File: config.mk
export PLATFORM = sky130hd
export DESIGN_NAME = array_list_engine_unit
export DESIGN_NICKNAME = d
export VERILOG_FILES = /design/src/hw/rtl/ale_pkg.sv /design/src/hw/rtl/array_list_engine_unit.sv /design/src/hw/rtl/ale_cell.sv
export SDC_FILE = /design/constraint.sdc
export NUM_CORES = 2
export LEC_CHECK = 0
export CAP_MARGIN = 0
export CORE_MARGIN = 1
export CORE_UTILIZATION = 60
export DETAILED_ROUTE_END_ITERATION = 7
export DONT_BUFFER_PORTS = 1
export GPL_TIMING_DRIVEN = 0
export PLACE_DENSITY = 0.72
export SLEW_MARGIN = 25
export SYNTH_ARGS = -nofsm -noshare
export SYNTH_HDL_FRONTEND = slang
export SYNTH_SLANG_ARGS = --single-unit
File: constraint.sdc
create_clock -name clock -period 7.34 [get_ports clock]
set_input_delay 0.367 -clock clock [delete_from_list [all_inputs] [get_ports clock]]
set_output_delay 0.367 -clock clock [all_outputs]
set_load 0.01 [all_outputs]
File: src/hw/rtl/ale_pkg.sv
// ----------------------------------------------------------------------------
// ale_pkg
// Shared types and constants for the array list engine.
// ----------------------------------------------------------------------------
package ale_pkg;

   localparam int DEPTH = 16;
   localparam int CNT_W = $clog2(DEPTH + 1);
   localparam int IDX_W = $clog2(DEPTH);
   localparam int POS_W = 5;
   localparam int CMP_W = (CNT_W > POS_W) ? CNT_W : POS_W;
   localparam int VAL_W = 32;

   typedef enum logic [1:0] {
      OP_INSERT_AT     = 2'd0,
      OP_INSERT_SORTED = 2'd1,
      OP_DELETE_AT     = 2'd2,
      OP_LOCATE        = 2'd3
   } op_type;

   typedef enum logic [1:0] {
      ST_DONE    = 2'd0,
      ST_FULL    = 2'd1,
      ST_INVALID = 2'd2
   } status_type;

   typedef struct packed {
      op_type                    op;
      logic                      write_en;
      logic signed [VAL_W-1:0]   value;
      logic [CMP_W-1:0]          pos;
      logic [CMP_W-1:0]          count;
   } ctrl_type;

endpackage

File: src/hw/rtl/array_list_engine_unit.sv
// ----------------------------------------------------------------------------
// array_list_engine_unit
// Ordered list of signed 32-bit values with positional and sorted insert,
// positional delete and locate. Every entry sits in its own cell, and a
// match flag and index ripple from cell to cell across the row, so all
// entries compare and shift together on the accepting edge. The result item
// is registered, and a new command is taken in the same cycle that the
// previous result is taken, so the block sustains one item per cycle when
// the result side never stalls.
// ----------------------------------------------------------------------------
module array_list_engine_unit (
   input  logic        clock,
   input  logic        reset,
   input  logic        req_tvalid,
   output logic        req_tready,
   // command[1:0], value[33:2], position[38:34], zero fill[39]
   input  logic [39:0] req_tdata,
   output logic        rsp_tvalid,
   input  logic        rsp_tready,
   // status[1:0], found[2], found_index[6:3], entry_total[11:7], zero fill[15:12]
   output logic [15:0] rsp_tdata
);
   import ale_pkg::*;

   logic                    accept;
   op_type                  op;
   logic [CMP_W-1:0]        pos;
   logic [CMP_W-1:0]        count_ext;
   status_type              status;
   logic                    apply;
   ctrl_type                ctrl;
   logic [CNT_W-1:0]        count_ff;
   logic [CNT_W-1:0]        count_in;
   logic                    rsp_valid_ff;
   logic                    rsp_valid_in;
   logic [15:0]             rsp_data_ff;
   logic [15:0]             rsp_data_in;

   logic signed [VAL_W-1:0] entry   [DEPTH];
   logic                    seen    [DEPTH+1];
   logic [IDX_W-1:0]        idx     [DEPTH+1];

   assign req_tready = !rsp_valid_ff || rsp_tready;
   assign accept     = req_tvalid && req_tready;
   assign op         = op_type'(req_tdata[1:0]);
   assign pos        = CMP_W'(req_tdata[38:34]);
   assign count_ext  = CMP_W'(count_ff);

   always_comb begin
      status = ST_DONE;
      apply  = 1'b0;
      unique case (op)
         OP_INSERT_AT: begin
            if (count_ff == CNT_W'(DEPTH)) begin
               status = ST_FULL;
            end else if (pos > count_ext) begin
               status = ST_INVALID;
            end else begin
               apply = 1'b1;
            end
         end
         OP_INSERT_SORTED: begin
            if (count_ff == CNT_W'(DEPTH)) begin
               status = ST_FULL;
            end else begin
               apply = 1'b1;
            end
         end
         OP_DELETE_AT: begin
            if (pos >= count_ext) begin
               status = ST_INVALID;
            end else begin
               apply = 1'b1;
            end
         end
         OP_LOCATE: begin
            status = ST_DONE;
         end
         default: begin
            status = ST_DONE;
         end
      endcase
   end

   always_comb begin
      ctrl.op       = op;
      ctrl.write_en = accept && apply;
      ctrl.value    = $signed(req_tdata[33:2]);
      ctrl.pos      = pos;
      ctrl.count    = count_ext;
   end

   assign seen[0] = 1'b0;
   assign idx[0]  = '0;

   for (genvar i = 0; i < DEPTH; i++) begin : g_cell
      logic signed [VAL_W-1:0] left_entry;
      logic signed [VAL_W-1:0] right_entry;
      if (i == 0) begin : g_first
         assign left_entry = '0;
      end else begin : g_left
         assign left_entry = entry[i-1];
      end
      if (i == DEPTH - 1) begin : g_last
         assign right_entry = '0;
      end else begin : g_right
         assign right_entry = entry[i+1];
      end
      ale_cell u_cell (
         .clock       (clock),
         .ctrl        (ctrl),
         .cell_index  (IDX_W'(i)),
         .left_entry  (left_entry),
         .right_entry (right_entry),
         .seen_in     (seen[i]),
         .idx_in      (idx[i]),
         .entry       (entry[i]),
         .seen_out    (seen[i+1]),
         .idx_out     (idx[i+1])
      );
   end

   always_comb begin
      count_in = count_ff;
      if (accept && apply) begin
         if (op == OP_DELETE_AT) begin
            count_in = count_ff - CNT_W'(1);
         end else begin
            count_in = count_ff + CNT_W'(1);
         end
      end
   end

   always_comb begin
      rsp_valid_in = rsp_valid_ff;
      rsp_data_in  = rsp_data_ff;
      if (accept) begin
         rsp_valid_in      = 1'b1;
         rsp_data_in       = '0;
         rsp_data_in[1:0]  = status;
         if (op == OP_LOCATE) begin
            rsp_data_in[2]   = seen[DEPTH];
            rsp_data_in[6:3] = 4'(idx[DEPTH]);
         end
         rsp_data_in[11:7] = 5'(count_in);
      end else if (rsp_tready) begin
         rsp_valid_in = 1'b0;
      end
   end

   always_ff @(posedge clock) begin
      if (reset) begin
         count_ff     <= '0;
         rsp_valid_ff <= 1'b0;
      end else begin
         count_ff     <= count_in;
         rsp_valid_ff <= rsp_valid_in;
      end
      rsp_data_ff <= rsp_data_in;
   end

   assign rsp_tvalid = rsp_valid_ff;
   assign rsp_tdata  = rsp_data_ff;

`ifndef SYNTH
   a_count_range: assert property (@(posedge clock) disable iff (reset)
      count_ff <= CNT_W'(DEPTH))
      else $error("entry count exceeds depth");

   a_rsp_follows: assert property (@(posedge clock) disable iff (reset)
      accept |=> rsp_valid_ff)
      else $error("accepted item produced no result");

   a_reject_holds: assert property (@(posedge clock) disable iff (reset)
      (accept && !apply) |=> $stable(count_ff))
      else $error("rejected command changed the entry count");

   a_insert_grows: assert property (@(posedge clock) disable iff (reset)
      (accept && apply && (op != OP_DELETE_AT)) |=> count_ff == $past(count_ff) + CNT_W'(1))
      else $error("insert did not grow the list by one");
`endif

endmodule

File: src/hw/rtl/ale_cell.sv
// ----------------------------------------------------------------------------
// ale_cell
// One list entry: holds its value, compares it and takes a neighbor's value.
// ----------------------------------------------------------------------------
module ale_cell (
   input  logic                                clock,
   input  ale_pkg::ctrl_type                   ctrl,
   input  logic [ale_pkg::IDX_W-1:0]           cell_index,
   input  logic signed [ale_pkg::VAL_W-1:0]    left_entry,
   input  logic signed [ale_pkg::VAL_W-1:0]    right_entry,
   input  logic                                seen_in,
   input  logic [ale_pkg::IDX_W-1:0]           idx_in,
   output logic signed [ale_pkg::VAL_W-1:0]    entry,
   output logic                                seen_out,
   output logic [ale_pkg::IDX_W-1:0]           idx_out
);
   import ale_pkg::*;

   logic signed [VAL_W-1:0] entry_ff;
   logic signed [VAL_W-1:0] entry_in;
   logic [CMP_W-1:0]        own_pos;
   logic                    live;
   logic                    cond;

   assign own_pos  = CMP_W'(cell_index);
   assign live     = own_pos < ctrl.count;
   assign seen_out = seen_in | cond;
   assign idx_out  = seen_in ? idx_in : (cond ? cell_index : '0);
   assign entry    = entry_ff;

   always_comb begin
      cond     = 1'b0;
      entry_in = entry_ff;
      unique case (ctrl.op)
         OP_INSERT_AT, OP_INSERT_SORTED: begin
            if (ctrl.op == OP_INSERT_AT) begin
               cond = own_pos == ctrl.pos;
            end else begin
               cond = !(live && (entry_ff < ctrl.value));
            end
            if (ctrl.write_en) begin
               if (seen_in) begin
                  entry_in = left_entry;
               end else if (cond) begin
                  entry_in = ctrl.value;
               end
            end
         end
         OP_DELETE_AT: begin
            cond = own_pos == ctrl.pos;
            if (ctrl.write_en && (seen_in || cond)) begin
               entry_in = right_entry;
            end
         end
         OP_LOCATE: begin
            cond = live && (entry_ff == ctrl.value);
         end
         default: begin
            cond = 1'b0;
         end
      endcase
   end

   always_ff @(posedge clock) begin
      entry_ff <= entry_in;
   end

endmodule
==> impl_metrics.csv <==
group,metric,value,unit
routing,post_drt_wl_per_cell,27.67,um
critical_path,crit_path_top_delay_cell,"nor4_1",
clock_network,cts_buffers,60,
logic_synthesis,yosys_warnings,0,
sta,worstMarginPinSlew,1.188,ns
sta,min_period,6.751,ns
placed_design,gp_congestion,1.068,
critical_path,arrival,7.13,ns
logic_synthesis,yosysSeqAreaShare,0.4058,
placed_design,io_buffers,0,
sta,rsz0062_at_grt,"false",
routing,drt_iter0_markers,4401,
clock_network,ctsHoldBuffers,2,
final_layout,final_cells,5086,
critical_path,worst-path-buf-inv,5,
sta,slew_headroom,0.2006,
critical_path,start_kind,"input port",
floorplan,io_pins,62,
clock_network,cts_root_buffer,"clkbuf_16",
sta,hold_viol_final,0,
clock_network,cts_sinks,530,
routing,routed_wl,140700,um
logic_synthesis,syn_area,39070,um2
routing,met2WireLength,61650,um
sta,final-setup-viol-count,0,
run,cap_violations,0,
routing,drt-met1-wl,55250,um
logic_synthesis,synthArstFlopShare,0,
sta,fmax,0.1481,GHz
routing,dr_total_vias,34660,
logic_synthesis,avgSynthCellArea,9.546,um2
floorplan,start_util,0.6072,
routing,ant_nets,0,
final_layout,multiInputGateArea,22030,um2
global_route,grt_max_degree,20,
critical_path,rr_startpoint,"g_cell[2].u_cell.entry[31]$_DFFE_PP_",
clock_network,cts_resized,0,
clock_network,cts_htree_levels,2,
critical_path,critPathMaxFanout,19,
critical_path,worst_setup_path_end_kind,"flop",
power_and_ir_drop,finalPower,8.874,mW
final_layout,fillers,5443,
floorplan,die_w,257.2,um
clock_network,post_cts_buffers,0,
sta,skew,0.02921,ns
clock_network,clock_latency,0.65,ns
final_layout,post-route-util,0.6645,
power_and_ir_drop,peakVddDrop,191.3,uV
global_route,grt_overflow,0,
min_path,hold_class,"in2reg",
global_route,grt_use_total,0.4196,
final_layout,nets,4743,
global_route,grt_pass1_vias,33310,
floorplan,die-area,66140,um2
clock_network,clock_path_buffers,3,
routing,dr.max_layer_used,"met5",
min_path,worst_hold_startpoint,"req_tdata[10]",
power_and_ir_drop,p_clk_frac,0.346,
clock_network,clk_pin_slew,0.06,ns
logic_synthesis,syn_inst,4093,
routing,vias_per_cell,6.815,
critical_path,cp.required,7.72,ns
floorplan,die_h,257.2,um
power_and_ir_drop,total_leakage_power,16.24,nW
placed_design,dpl.hpwl,116100,um
global_route,antenna_found_initial,3,
power_and_ir_drop,p_int,6.092,mW
floorplan,core,64350,um2
global_route,grt_first_pass_wirelength,205600,um
sta,fin_crit_sh,0.9198,
sta,finalMaxSlewViolations,0,
placed_design,place_inst,4970,
routing,drc,1,
logic_synthesis,yosysUniqueCellTypes,88,
final_layout,regArea,15860,um2
critical_path,critPathKind,"in2reg",
logic_synthesis,synth_edf_count,524,
power_and_ir_drop,seqPwrFrac,0.435,
critical_path,critical_path.top_delay_family,"buffers and inverters",
routing,dr.pass1.iters,8,
sta,setup-tns-final,0,ns
critical_path,cp-startpoint,"req_tdata[33]",
critical_path,cpPeakStageDelay,0.93,ns
final_layout,syn2layout_area_growth,9.447,%
logic_synthesis,synth_ff_type,"edfxtp_1",
power_and_ir_drop,pwr-share-comb,0.219,
power_and_ir_drop,powerDensity,207.5,nW/um2
power_and_ir_drop,sw_frac_of_total,0.3135,
critical_path,cp_common_cell,"nor3_1",
floorplan,rows,93,
power_and_ir_drop,switching_power,2.782,mW
logic_synthesis,ys_seq_elements,530,
critical_path,crit_chain,"clkbuf_1 -> inv_1 -> ha_1 -> nand4_1 -> nor4_1 -> o311ai_1 -> nand3_1 -> nor3_1 -> nor3_1 -> o211ai_1 -> nor2_1 -> buf_2 -> buf_1 -> a31oi_4 -> buf_16",
status,violations,"design-rule violations",
sta,hold_slack,0.2156,ns
clock_network,cts_tree,"built",
routing,dr_wl_met3,14760,um
final_layout,drive_gt1_frac,0.05912,
status,status,"complete, but fails checks",
## final timing paths
kind	to	slack, ns	cells past startpoint
setup reg to reg	g_cell[15].u_cell.entry[8]$_SDFFCE_PP0P_	1.41	13
hold reg to reg	g_cell[0].u_cell.entry[23]$_DFFE_PP_	0.58	2
setup / recovery	g_cell[15].u_cell.entry[8]$_SDFFCE_PP0P_	0.59	15
hold / removal	g_cell[0].u_cell.entry[8]$_DFFE_PP_	0.22	2
## cells by family (layout without fill, tap and decap cells)
kind of cell | Yosys count | in the layout | synth area share
buffers and inverters | 335 | 468 | 0.03590
DFF | 530 | 530 | 0.4058
adders and majority gates | 520 | 520 | 0.1665
AOI/OAI and AO/OA | 1147 | 1147 | 0.1812
other | 1 | 6 | 0.00009598
muxes | 201 | 201 | 0.05175
xor gates and xnor gates | 5 | 5 | 0.001121
and+or+nand+nor | 1354 | 1354 | 0.1576
## routing by layer
metal	vias up	GRT usage
li1	15700	-
met1	16490	0.5583
met2	2062	0.6488
met3	407	0.07053
met4	2	0.2381
met5	-	0
## state kept, by name (all words and copies together), names as in the netlist
register	flops
count_ext	5
rsp_tvalid	1
rsp_tdata	12
g_cell.u_cell.entry	512
## cells in the mapped netlist, types with 5 or more instances
| cell | instances | share of area |
|---|---|---|
| mux2i_1 | 198 | 0.051 |
| o21ai_0 | 351 | 0.045 |
| o211a_1 | 5 | 0.0013 |
| buf_6 | 8 | 0.0023 |
| o22ai_1 | 33 | 0.0053 |
| nor2b_1 | 24 | 0.0038 |
| nor2_1 | 215 | 0.021 |
| buf_1 | 19 | 0.0018 |
| o211ai_2 | 31 | 0.0099 |
| edfxtp_1 | 524 | 0.40 |
| o21a_1 | 26 | 0.0050 |
| a21oi_1 | 324 | 0.042 |
| nand3_1 | 152 | 0.019 |
| or4_1 | 8 | 0.0015 |
| inv_1 | 78 | 0.0075 |
| and3_1 | 14 | 0.0022 |
| o2111ai_1 | 8 | 0.0018 |
| a2111oi_0 | 6 | 0.0013 |
| ha_1 | 520 | 0.17 |
| clkbuf_1 | 180 | 0.017 |
| a21boi_0 | 10 | 0.0019 |
| dfxtp_1 | 6 | 0.0031 |
| a221oi_1 | 11 | 0.0025 |
| o21ai_1 | 12 | 0.0015 |
| o221ai_1 | 10 | 0.0022 |
| nand2b_1 | 15 | 0.0024 |
| nand4_1 | 89 | 0.014 |
| a31oi_1 | 52 | 0.0083 |
| nor3b_1 | 6 | 0.0012 |
| o211ai_1 | 148 | 0.028 |
| buf_4 | 9 | 0.0017 |
| and4_1 | 16 | 0.0036 |
| xnor2_1 | 5 | 0.0011 |
| o31ai_1 | 9 | 0.0017 |
| and2_1 | 7 | 0.0011 |
| nor4_1 | 14 | 0.0022 |
| a211oi_1 | 23 | 0.0044 |
| or3_1 | 39 | 0.0062 |
| nand2_1 | 687 | 0.066 |
| buf_2 | 41 | 0.0053 |
| nor3_1 | 35 | 0.0045 |
| a21o_1 | 42 | 0.0081 |
## final cells by class
type / instances / share of cell area
clock buffers: 75 / 0.03693
multi-input cells: 3231 / 0.5152
clock inverters: 37 / 0.008339
well taps: 855 / 0.02502
diodes: 2 / 0.0001170
flip-flops and latches: 530 / 0.3708
inverters: 78 / 0.006847
repair buffers: 21 / 0.01071
plain buffers: 257 / 0.02601
## layout by cell type, fill, tap and decap left out, types with 11 or more instances in the layout
cell type,count
nand2_1,687
edfxtp_1,524
ha_1,520
o21ai_0,351
a21oi_1,315
nor2_1,211
mux2i_1,198
clkbuf_1,192
nand3_1,152
o211ai_1,148
nand4_1,89
inv_1,78
clkbuf_16,61
a31oi_1,51
a21o_1,42
buf_2,41
or3_1,39
nor3_1,34
o22ai_1,33
o211ai_2,31
o21a_1,26
nor2b_1,24
a211oi_1,22
buf_1,19
and4_1,16
clkinv_2,16
nand2b_1,15
and3_1,14
buf_16,14
nor4_1,12
buf_6,12
o21ai_1,12
a221oi_1,11
clkinv_1,11
## stage by stage
step	instance area [um2]	setup WS, ns
4_1_cts	42760	1.058
2_1_floorplan	39080	1.100
3_5_place_dp	40800	0.3991
6_report	42760	0.5889
5_1_grt	42760	0.7369
3_3_place_gp	40150	-2.016
## worst register-to-register path: stages (launching register included)
cell and delay [ns]:
edfxtp_1 0.43, ha_1 0.37, nand4_1 0.19, nor4_1 0.93, o311ai_1 0.40, nand3_1 0.23
nor3_1 0.10, nor3_1 0.30, o211ai_1 0.44, nor2_1 0.38, buf_2 0.38, buf_1 0.70
a31oi_4 0.50, buf_16 0.31
## power groups by stage
stage                     logic (mW)  clock network, mW  registers (mW)
after floorplan                 1.25                  0            3.84
after detailed placement        1.87                  0            3.91
final                           1.94               3.07            3.86
after CTS                       1.89               3.06            3.85
after global routing            2.12               3.16            3.88
after global placement          1.75                  0            3.92
(Power assumes the default switching activity.)
